[config.mk]
export PLATFORM = sky130hd
export DESIGN_NAME = d8fdw_ctrl
export DESIGN_NICKNAME = d
export VERILOG_FILES = /design/src/d8fdw_pkg.sv /design/src/d8fdw_ctrl.sv
export SDC_FILE = /design/constraint.sdc
export NUM_CORES = 1
export LEC_CHECK = 0
export BUFFER_PORTS_ARGS = -buffer_cell sky130_fd_sc_hd__buf_2
export CORE_AREA = 2 2 39 41
export CTS_BUF_LIST = sky130_fd_sc_hd__clkbuf_8
export DETAILED_ROUTE_END_ITERATION = 16
export DIE_AREA = 0 0 41 43
export HOLD_SLACK_MARGIN = 0.05
export PLACE_DENSITY = 0.6
export SLEW_MARGIN = 15
export SYNTH_ARGS = -nofsm -noshare
export SYNTH_HDL_FRONTEND = slang
export SYNTH_SLANG_ARGS = --single-unit
[constraint.sdc]
create_clock -name clk -period 3.9 [get_ports clk]
set_input_delay 0.195 -clock clk [delete_from_list [all_inputs] [get_ports clk]]
set_output_delay 0.195 -clock clk [all_outputs]
set_load 0.02 [all_outputs]
[src/d8fdw_pkg.sv]
`timescale 1ns / 1ps
// Shared types and constants of the D8 flow direction window unit.
// No dependencies.
package d8fdw_pkg;

  typedef enum logic [2:0] {
    ST_IDLE,
    ST_LOAD,
    ST_FACT,
    ST_DIST,
    ST_LO,
    ST_HI,
    ST_CMP,
    ST_DONE
  } state_t;

  typedef struct packed {
    logic       accept;
    logic       load;
    logic       clear;
    logic       fact;
    logic       scale;
    logic       lo;
    logic       hi;
    logic       cmp;
    logic [2:0] nb;
    logic       finish;
  } dp_cmd_t;

  typedef struct packed {
    logic emit;
    logic outlet;
  } dp_status_t;

  localparam logic [16:0] DIST_ORTHO = 17'd65536;
  localparam logic [16:0] DIST_DIAG  = 17'd46341;
  localparam logic signed [15:0] GUIDE_MAX = 16'sd16384;
  localparam logic signed [15:0] GUIDE_MIN = -16'sd16384;
  localparam logic [0:0] REG_PAGE_SIZE = 1'b0;
  localparam logic [0:0] REG_GUIDANCE_WEIGHT = 1'b1;

  function automatic logic signed [1:0] nb_dx(input logic [2:0] k);
    case (k)
      3'd0, 3'd3, 3'd5: nb_dx = -2'sd1;
      3'd1, 3'd6:       nb_dx = 2'sd0;
      default:          nb_dx = 2'sd1;
    endcase
  endfunction

  function automatic logic signed [1:0] nb_dy(input logic [2:0] k);
    case (k)
      3'd0, 3'd1, 3'd2: nb_dy = -2'sd1;
      3'd3, 3'd4:       nb_dy = 2'sd0;
      default:          nb_dy = 2'sd1;
    endcase
  endfunction

endpackage

[src/d8fdw_ctrl.sv]
`timescale 1ns / 1ps
// Controller: sequences load, per-neighbour scoring and result hand-off.
// Depends on d8fdw_pkg.
module d8fdw_ctrl (
  input  logic                  clk,
  input  logic                  rst,
  input  logic                  in_valid,
  output logic                  in_stall,
  output logic                  out_valid,
  input  logic                  out_stall,
  input  d8fdw_pkg::dp_status_t status,
  output d8fdw_pkg::dp_cmd_t    cmd
);
  import d8fdw_pkg::*;

  state_t     state, state_next;
  logic [2:0] nb, nb_next;
  logic       out_free;

  assign in_stall = (state != ST_IDLE);
  assign out_free = !out_valid || !out_stall;

  always_ff @(posedge clk) begin
    if (rst) begin
      state     <= ST_IDLE;
      nb        <= 3'd0;
      out_valid <= 1'b0;
    end else begin
      state <= state_next;
      nb    <= nb_next;
      if (cmd.finish) begin
        out_valid <= 1'b1;
      end else if (out_valid && !out_stall) begin
        out_valid <= 1'b0;
      end
    end
  end

  always_comb begin
    state_next = state;
    nb_next    = nb;
    cmd        = '0;
    cmd.nb     = nb;
    case (state)
      ST_IDLE: begin
        if (in_valid) begin
          cmd.accept = 1'b1;
          state_next = ST_LOAD;
        end
      end
      ST_LOAD: begin
        cmd.load  = 1'b1;
        cmd.clear = 1'b1;
        nb_next   = 3'd0;
        if (!status.emit) begin
          state_next = ST_IDLE;
        end else if (status.outlet) begin
          state_next = ST_DONE;
        end else begin
          state_next = ST_FACT;
        end
      end
      ST_FACT: begin
        cmd.fact   = 1'b1;
        state_next = ST_DIST;
      end
      ST_DIST: begin
        cmd.scale  = 1'b1;
        state_next = ST_LO;
      end
      ST_LO: begin
        cmd.lo     = 1'b1;
        state_next = ST_HI;
      end
      ST_HI: begin
        cmd.hi     = 1'b1;
        state_next = ST_CMP;
      end
      ST_CMP: begin
        cmd.cmp = 1'b1;
        if (nb == 3'd7) begin
          state_next = ST_DONE;
        end else begin
          nb_next    = nb + 3'd1;
          state_next = ST_FACT;
        end
      end
      ST_DONE: begin
        if (out_free) begin
          cmd.finish = 1'b1;
          state_next = ST_IDLE;
        end
      end
      default: begin
        state_next = ST_IDLE;
      end
    endcase
  end
endmodule

* Yosys cells after proc, flatten, opt, wreduce, memory -nomap -nowiden
Cells that the tools add are included.
Word-level totals: output and inout port bits 14, register bits after elaboration 7, input bits 6, word-level logic and storage cells 45
Cells by class: multiplexer cells 20, add/subtract/negate cells 1, eq/ne operators 11, reductions and logical operators 10
Operators by type and width (count):
- case mux 3 bit (8 select lines) | 1
- 2-to-1 mux 3 bit | 6
- == test 3 bit (second input constant) | 5
- 2-to-1 mux 1 bit | 11
- == test 3 x 2 -> 1 bit (second input constant) | 2
- != test 2 bit (second input constant) | 3
- case mux 3 bit (2 select lines) | 1
- AND reduction 2 bit | 2
- nonzero test 2 bit | 2
- adder 3 x 1 -> 3 bit (second input constant) | 1
- == test 3 x 1 -> 1 bit (second input constant) | 1
- zero test 3 bit | 1
- nonzero test 3 bit | 1
- zero test 1 bit | 2
- 2-to-1 mux 2 bit | 1
- logical AND 1 bit | 1
- logical OR 1 bit | 1

* Logic depth before layout (Yosys ltp)
Gate-level depths: netlist of the first run.
word-level depth 5, mapped depth 5, mapped depth without buffers 5

* Least setup slack after synthesis of the first run
No wires, ideal clock.
path type register -> register, start reg nb[0], end reg nb[0], data required time 3830 ps, setup time 70 ps, stages on the path, launching flop included 6, setup slack 2419 ps, buffers on the path 0, period minus slack after synthesis 1481 ps, arrival 1411 ps, cell sequence dfxtp_1 ha_1 ha_1 nand4bb_1 or2_2 a21oi_1
On the way: longest elaborated chain between the ends 3, elaborated cells on any way between the ends 6, classes of those cells 1 x add/sub; 2 x eq/ne; 2 x mux; 1 x reduce/logical
RTL lines:
- from (decl) | RTL line d8fdw_ctrl.sv:17 | logic [2:0] nb, nb_next;
- from (signal assigned) | RTL line d8fdw_ctrl.sv:30 | nb <= nb_next;
- adder 3 x 1 -> 3 bit / == test 3 bit (equally long branches) | RTL line d8fdw_ctrl.sv:84, d8fdw_ctrl.sv:81
- 2-to-1 mux 3 bit / != test 2 bit (equally long branches)
- case mux 3 bit (2 select lines) / AND reduction 2 bit (equally long branches)
Parallel ways exist; a longest one is shown, timed or not. The select of a mux whose other input is x is not followed. A chain may end at the register's enable or synchronous reset.

==> results of run 1 <==
## sequential cells by signal, summed over array words and instances, names as in the netlist
register	flops
nb	3
out_valid	1
state	3
## cells in the mapped netlist (2+ instances only)
library cell,count
dfxtp_1,7
a21oi_1,5
nor2_1,5
nand3_1,4
nor2b_1,4
buf_2,3
nand2_1,3
and2_1,2
ha_1,2
inv_1,2
nand4b_1,2
o21ai_0,2
## layer usage
metal	up-vias	part of all wire (%)	GRT usage [%]
met4	0	1.4	14.00
met1	207	48	15.76
met3	2	6.3	3.141
met2	17	44	17.81
met5	-	0	0
li1	249	-	-
## worst paths after layout
kind                                            start            endpoint
worst max-delay path            state[0]$_SDFFE_PP0P_             cmd[10]
worst min-delay path                              rst  nb[0]$_SDFFE_PP0P_
worst max register to register     nb[0]$_SDFFE_PP0P_  nb[0]$_SDFFE_PP0P_
worst min register to register     nb[1]$_SDFFE_PP0P_  nb[1]$_SDFFE_PP0P_
## final cells by class
type,instances,share of cell area [%]
multi-input combinational,45,48.96
sequential,7,23.24
timing repair buffer,19,15.77
clock buffer,3,6.846
tap,16,3.320
inverter,2,1.245
clock inverter,1,0.6224
## cells by family after synthesis
group | Yosys count | synth area share [%]
flops | 7 | 29.40
fa+ha+maj | 2 | 5.249
compound gates | 15 | 20.48
simple gates | 28 | 36.22
buf+inv | 7 | 8.662
## power groups by stage
stage / registers, W / clock network [W] / logic, W
CTS: 0.0000881 / 0.000103 / 0.0000600
global placement: 0.0000899 / 0 / 0.0000592
finish: 0.0000884 / 0.0000994 / 0.0000594
global route: 0.0000902 / 0.000106 / 0.0000655
detailed placement: 0.0000894 / 0 / 0.0000596
floorplan: 0.0000797 / 0 / 0.0000561
## critical path: stages, from the launching register on
cell     delay (ns)
dfxtp_1        0.55
or3b_2         0.54
inv_1          0.08
buf_2          0.16
## stage by stage
stage               worst slack [ns]  hold WS, ns  power (W)  area, sq um  util, %
floorplan                      2.419       0.2641  0.0001358        476.7        -
global placement               2.390       0.4568  0.0001491        558.0    40.33
detailed placement             2.380       0.4562  0.0001491        558.0    40.33
CTS                            2.144       0.2192  0.0002508        603.1    43.58
global route                   2.054       0.2188  0.0002619        603.1    43.58
finish                         2.151       0.2207  0.0002472        603.1    43.58
==> impl_metrics.json, run 1 <==
{
  "io_pins": 20,
  "yosys_warnings": 0,
  "io_buffers": 19,
  "h-tree-depth": 1,
  "ff2ff_path_depth": 5,
  "hp-class": "in -> reg",
  "cts_made_buffers": 3,
  "power_density_nw_per_um2": 409.8,
  "ys_top_cells_by_area": "dfxtp_1 (29%), a21oi_1 (5.2%), ha_1 (5.2%), nor2b_1 (5.2%), nand3_1 (4.2%)",
  "layout_min_cycle_time_ns": 1.749,
  "vias_per_cell": 5.108,
  "start_kind": "register",
  "num_vias": 475,
  "antenna_found_initial": 0,
  "seq_power_share_pct": 35.7,
  "r2r_slack_ns": 2.38,
  "dp.cells": 89,
  "combPwrFrac_pct": 24.0,
  "grt_pass1_wl_um": 1518,
  "ir_worst_vdd_mv": 0.2126,
  "ys_seq_area_share_pct": 29.40,
  "grt.total_usage_pct": 13.35,
  "cts_root_buf": "clkbuf_8",
  "slew_viol_final": 0,
  "hold_buffers": 0,
  "fin_crit_sh_pct": 44.85,
  "ctsLongestPathBuffers": 2,
  "drv_cap": 0,
  "grt_overflow_total": 0,
  "crit_type": "reg -> out",
  "slew_headroom_pct": 64.55,
  "crit_required_ns": 3.70,
  "first_iter_violations": 9,
  "p_int_w": 0.0001703,
  "clock_latency_ns": 0.23,
  "die_w_um": 41,
  "core_sq_um": 1384,
  "endpoint_kind": "output pin",
  "grt_pass1_vias": 366,
  "worst_pin_slew_ns": 0.5311,
  "clkPwrFrac_pct": 40.2,
  "synth_largest_area_cell": "dfxtp_1",
  "clkSlewWorstSetupHoldPaths_ns": 0.04,
  "fin_cells": 93,
  "fp.dieH_um": 43,
  "crit_path_max_fanout": 14,
  "syn_area_sq_um": 476.7,
  "synth_top_area_share_pct": 29.40,
  "ff_latch_area_sq_um": 140.1,
  "synth_edf_count": 0,
  "gp_congestion": 0.7112,
  "arrival_ns": 1.55,
  "mostFrequentLayoutCells": "buf_2 (19), dfxtp_1 (7), a21oi_1 (5), nor2_1 (5)",
  "setup_tns_ns": 0,
  "syn_area_per_cell_sq_um": 8.080,
  "hold_viol_final": 0,
  "cts_tree": "yes",
  "nFillCells": 152,
  "fin_skew_ns": 0.001640,
  "wire_per_inst_um": 10.78,
  "place_hpwl_um": 727.6,
  "routed_wl_um": 1003,
  "ant_nets": 0,
  "diodes": 0,
  "area_delta_synth_final_pct": 26.51,
  "synth_ff_type": "dfxtp_1",
  "rsz0062_at_grt": "no",
  "fin_nets": 86,
  "leakage_nw": 0.2964,
  "layout_commonest_cell": "buf_2",
  "drive_gt1_share_pct": 33.77,
  "rows": 14,
  "drc": 0,
  "ys_ff_latch": 7,
  "start_util_pct": 34.45,
  "synth_async_sr_flop_share_pct": 0,
  "cts.sinks": 7,
  "multi_input_area_sq_um": 295.3,
  "yosysUniqueCellTypes": 30,
  "power.switching_w": 0.00007681,
  "outcome": "finished clean",
  "die-area_sq_um": 1763,
  "cts_resized": 0,
  "post-cts-setup-buffers": 0,
  "whs_path_depth": 2,
  "syn_nets": 67,
  "postSynthCellCount": 59,
  "grt_max_degree": 20,
  "switching_share_pct": 31.08,
  "setup_viol": 0,
  "fmax_mhz": 571.8,
  "first_pass_iters": 2
}
Note: power is estimated with default switching activity, not from simulation.
==> run 2: changes to the inputs <==
--- a/config.mk
+++ b/config.mk
@@ -11,7 +11,7 @@
 export DETAILED_ROUTE_END_ITERATION = 16
 export DIE_AREA = 0 0 41 43
 export HOLD_SLACK_MARGIN = 0.05
-export PLACE_DENSITY = 0.6
+export PLACE_DENSITY = 0.62
 export SLEW_MARGIN = 15
 export SYNTH_ARGS = -nofsm -noshare
 export SYNTH_HDL_FRONTEND = slang
==> constraint.sdc (replaced) <==
create_clock -name clk -period 1.6 [get_ports clk]
set_input_delay 0.08 -clock clk [delete_from_list [all_inputs] [get_ports clk]]
set_output_delay 0.08 -clock clk [all_outputs]
set_load 0.02 [all_outputs]
==> run 2 against run 1 <==
Sequential share of layout area down 0.99 points. Global-route usage up 0.90 points. Via count decreased by 1.3%. Die area unchanged. Critical path depth unchanged. Largest cell class unchanged. Highest routed layer is now met3.
==> impl_metrics.json, run 2 (synthesis results as in run 1) <==
{
  "grt_max_degree": 15,
  "layout_commonest_cell": "buf_2",
  "start_util_pct": 34.45,
  "leakage_nw": 0.3080,
  "crit_type": "reg -> out",
  "first_iter_violations": 8,
  "num_vias": 469,
  "cts_tree": "yes",
  "vias_per_cell": 4.937,
  "reg_top3": "nb x3, state x3, out_valid x1",
  "ctsLongestPathBuffers": 2,
  "mostFrequentLayoutCells": "buf_2 (19), dfxtp_1 (6), a21oi_1 (5), nor2_1 (5)",
  "fmax_mhz": 675.9,
  "endpoint_kind": "output pin",
  "drive_gt1_share_pct": 37.97,
  "fin_nets": 88,
  "grt_overflow_total": 0,
  "cts_made_buffers": 3,
  "cts_root_buf": "clkbuf_8",
  "diodes": 0,
  "area_delta_synth_final_pct": 33.33,
  "worst_hold_slack_ns": 0.1015,
  "fin_cells": 95,
  "setup_tns_ns": 0,
  "drv_cap": 0,
  "rsz0062_at_grt": "no",
  "ir_worst_vdd_mv": 0.3028,
  "outcome": "finished clean",
  "routed_wl_um": 1021,
  "cp_slowest_cell": "or3b_2",
  "first_pass_iters": 3,
  "h-tree-depth": 1,
  "dp.cells": 91,
  "crit_chain": "or3b_2 -> inv_1 -> buf_2",
  "fin_skew_ns": 0.003244,
  "antenna_found_initial": 0,
  "place_hpwl_um": 748.8,
  "crit_required_ns": 1.52,
  "clkSlewWorstSetupHoldPaths_ns": 0.04,
  "slew_viol_final": 0,
  "grt_pass1_vias": 404,
  "layout_min_cycle_time_ns": 1.480,
  "grt_pass1_wl_um": 1690,
  "worst_pin_slew_ns": 0.3626,
  "die_w_um": 41,
  "start_kind": "register",
  "wire_per_inst_um": 10.75,
  "drc": 0,
  "fp.dieH_um": 43,
  "io_buffers": 19,
  "die-area_sq_um": 1763,
  "gp_congestion": 0.7079,
  "arrival_ns": 1.40,
  "setup_viol": 0,
  "io_pins": 20,
  "power_density_nw_per_um2": 961.8,
  "fin_crit_sh_pct": 92.47,
  "hold_viol_final": 0,
  "core_sq_um": 1384,
  "crit_path_max_fanout": 10,
  "grt.total_usage_pct": 14.26,
  "nFillCells": 137,
  "rows": 14,
  "ant_nets": 0,
  "post-cts-setup-buffers": 0,
  "slew_headroom_pct": 75.80,
  "clock_latency_ns": 0.22,
  "cpPeakStageDelay_ns": 0.53,
  "cts.sinks": 7,
  "hp-class": "in -> reg"
}
==> run 2: changes by cell type in the layout (fill, tap and decap cells not counted) <==
cell	previous run	this run
nand4bb_4	0	1
buf_4	0	2
dfxtp_1	7	6
dfxtp_2	0	1
nand4bb_1	1	0
==> run 2: area by class of cell <==
type | instances | area (sq um) | share of cell area, %
Clock buffer | 3 | 41.29 | 6.496
Timing Repair Buffer | 21 | 110.1 | 17.32
Sequential cell | 7 | 141.4 | 22.24
Tap cell | 16 | 20.02 | 3.150
Clock inverter | 1 | 3.754 | 0.5906
Multi-Input combinational cell | 45 | 311.5 | 49.02
Inverter | 2 | 7.507 | 1.181
==> run 2: final timing paths <==
check                                      startpoint                 end  slack [ns]  depth (start not counted)
worst max-delay path            state[2]$_SDFFE_PP0P_              cmd[9]        0.12                          3
worst min-delay path                              rst  nb[0]$_SDFFE_PP0P_        0.10                          2
worst max register to register     nb[0]$_SDFFE_PP0P_  nb[0]$_SDFFE_PP0P_        0.15                          5
worst min register to register     nb[1]$_SDFFE_PP0P_  nb[1]$_SDFFE_PP0P_        0.50                          2
==> run 2: worst max-delay path: cells and delay by family, from the launching register on <==
family / cells / cell delay, ns
AND/OR/NAND/NOR: 1 / 0.53
flip-flops: 1 / 0.41
buffers and inverters: 2 / 0.24
==> run 2: report_power, final <==
| group | internal, W | switching [W] | leakage (nW) |
|---|---|---|---|
| clock network | 0.000165 | 0.0000719 | 0.0269 |
| logic | 0.0000741 | 0.0000911 | 0.224 |
| registers | 0.000186 | 0.0000231 | 0.0573 |
==> run 2: what timing repair did <==
action / 4_1_cts / 5_1_grt
hold endpoints to repair: 0 / 0
gates resized for setup: 0 / 2
setup endpoints to repair: 0 / 3
hold buffers: 0 / 0
==> run 2: through the flow <==
stage / cell area [sq um] / utilization, % / total power (W) / worst slack, ns
after floorplan: 476.7 / - / 0.0003311 / 0.1192
after global placement: 573.1 / 41.41 / 0.0003719 / 0.1630
after detailed placement: 573.1 / 41.41 / 0.0003705 / 0.1280
after CTS: 618.1 / 44.67 / 0.0006103 / 0.06744
after global routing: 635.6 / 45.93 / 0.0006515 / 0.03747
final: 635.6 / 45.93 / 0.0006113 / 0.1204
==> run 2: metal layers <==
layer | up-vias | share of wire (%) | global-route usage, %
met5 | - | 0 | 0
met4 | 0 | 0 | 8.000
met3 | 0 | 6.5 | 4.712
met2 | 17 | 46 | 18.75
met1 | 200 | 48 | 19.61
li1 | 252 | - | -
==> run 3: changes to the inputs <==
--- a/config.mk
+++ b/config.mk
@@ -12,6 +12,7 @@
 export DIE_AREA = 0 0 41 43
 export HOLD_SLACK_MARGIN = 0.05
 export PLACE_DENSITY = 0.62
+export SETUP_SLACK_MARGIN = 0.5
 export SLEW_MARGIN = 15
 export SYNTH_ARGS = -nofsm -noshare
 export SYNTH_HDL_FRONTEND = slang
==> run 3 against run 2 <==
Via count increased by 24%. Non-clock buffer count is 16 higher. Hold slack improved by 0.0012 ns. Die area stayed put. First-iteration DRC count grew 13%. Fmax rose by 13%. Critical endpoint is now cmd[11]. Largest cell class unchanged. Largest power group is now combinational cells. Highest routed layer is now met4.
==> impl_metrics.json, run 3 (synthesis results as in run 1) <==
{
  "outcome": "finished clean",
  "first_iter_violations": 9,
  "crit_required_ns": 1.52,
  "wire_per_inst_um": 13.54,
  "slew_headroom_pct": 86.26,
  "antenna_found_initial": 0,
  "slew_viol_final": 0,
  "area_delta_synth_final_pct": 105.5,
  "fin_crit_sh_pct": 81.56,
  "cts_made_buffers": 3,
  "combPwrFrac_pct": 42.9,
  "leakage_nw": 0.4278,
  "clkSlewWorstSetupHoldPaths_ns": 0.04,
  "grt_pass1_wl_um": 2387,
  "setup_tns_ns": 0,
  "vias_per_cell": 5.243,
  "num_vias": 582,
  "cts_root_buf": "clkbuf_8",
  "start_util_pct": 34.45,
  "clkPwrFrac_pct": 30.7,
  "io_buffers": 19,
  "layout_commonest_cell": "buf_6",
  "arrival_ns": 1.22,
  "worst_pin_slew_ns": 0.2049,
  "fin_skew_ns": 0.001511,
  "endpoint_kind": "output pin",
  "grt.total_usage_pct": 21.21,
  "ir_worst_vdd_mv": 0.7035,
  "mostFrequentLayoutCells": "buf_6 (16), buf_4 (12), buf_2 (9), dfxtp_4 (5)",
  "cts.sinks": 7,
  "rows": 14,
  "place_hpwl_um": 789.9,
  "die_w_um": 41,
  "p_int_w": 0.0005360,
  "h-tree-depth": 1,
  "switching_share_pct": 31.54,
  "crit_path_max_fanout": 5,
  "place_ws_ns": 0.2328,
  "ant_nets": 0,
  "hp-class": "in -> reg",
  "setup_ws_ns": 0.2950,
  "clock_latency_ns": 0.23,
  "ctsLongestPathBuffers": 2,
  "grt_pass1_vias": 531,
  "routed_wl_um": 1503,
  "power.switching_w": 0.0002470,
  "setup_viol": 0,
  "reg_top3": "nb x3, state x3, out_valid x1",
  "drive_gt1_share_pct": 73.68,
  "rsz0062_at_grt": "yes",
  "layout_min_cycle_time_ns": 1.305,
  "start_kind": "register",
  "fp.dieH_um": 43,
  "die-area_sq_um": 1763,
  "cts_tree": "yes",
  "io_pins": 20,
  "grt_max_degree": 9,
  "diodes": 0,
  "hold_buffers": 0,
  "power_density_nw_per_um2": 799.2,
  "seq_power_share_pct": 26.5,
  "core_sq_um": 1384,
  "drc": 0,
  "fmax_mhz": 766.3,
  "grt_overflow_total": 0,
  "crit_type": "reg -> out",
  "drv_cap": 0,
  "hold_viol_final": 0,
  "gp_congestion": 0.6975,
  "fin_nets": 104,
  "first_pass_iters": 4
}
==> run 3: area by class of cell <==
cell class	instances	area, sq um
well taps	16	20.02
fillers	110	404.1
flip-flops and latches	7	158.9
inverters	2	10.01
multi-input cells	45	430.4
repair buffers	37	315.3
clock buffers	3	41.29
clock inverters	1	3.754
==> run 3: power groups by stage <==
stage	registers (W)	logic (W)	clock network [W]
after floorplan	0.000194	0.000157	0
after global placement	0.000220	0.000159	0
after detailed placement	0.000220	0.000160	0
after CTS	0.000203	0.000303	0.000248
after global routing	0.000208	0.000355	0.000259
final	0.000207	0.000335	0.000240
==> run 3: timing repair <==
item                       4_1_cts  5_1_grt
buffers inserted                17        1
resized for setup               40       10
setup endpoints to repair       17       16
pin swaps                        8        6
==> run 3: worst paths after layout <==
kind	from	end	slack, ns	cells after the start
worst max-delay path	state[2]$_SDFFE_PP0P_	cmd[11]	0.30	3
worst min-delay path	rst	nb[0]$_SDFFE_PP0P_	0.10	2
worst max register to register	nb[1]$_SDFFE_PP0P_	nb[0]$_SDFFE_PP0P_	0.32	5
worst min register to register	nb[2]$_SDFFE_PP0P_	nb[2]$_SDFFE_PP0P_	0.52	2
==> run 3: routing by layer <==
metal / vias up / share of wire, % / track usage (%)
met2: 17 / 52 / 30.94
li1: 282 / - / -
met1: 277 / 39 / 22.58
met3: 6 / 3.7 / 5.759
met4: 0 / 5.0 / 20.67
met5: - / 0 / 0
==> run 3: critical path, stage by stage, from the launching register on <==
cell	delay (ns)
dfxtp_4	0.36
or3_4	0.42
nor2_4	0.09
buf_6	0.12
==> run 3: metrics by stage <==
stage	cell area, sq um	hold slack (ns)	cells	total power, W	util, %
after global placement	633.1	0.3317	89	0.0003792	45.75
after CTS	937.1	0.09685	110	0.0007534	67.72
after global routing	979.7	0.1017	111	0.0008221	70.80
after floorplan	555.5	0.1394	59	0.0003511	-
final	979.7	0.1028	111	0.0007829	70.80
after detailed placement	633.1	0.3392	89	0.0003800	45.75
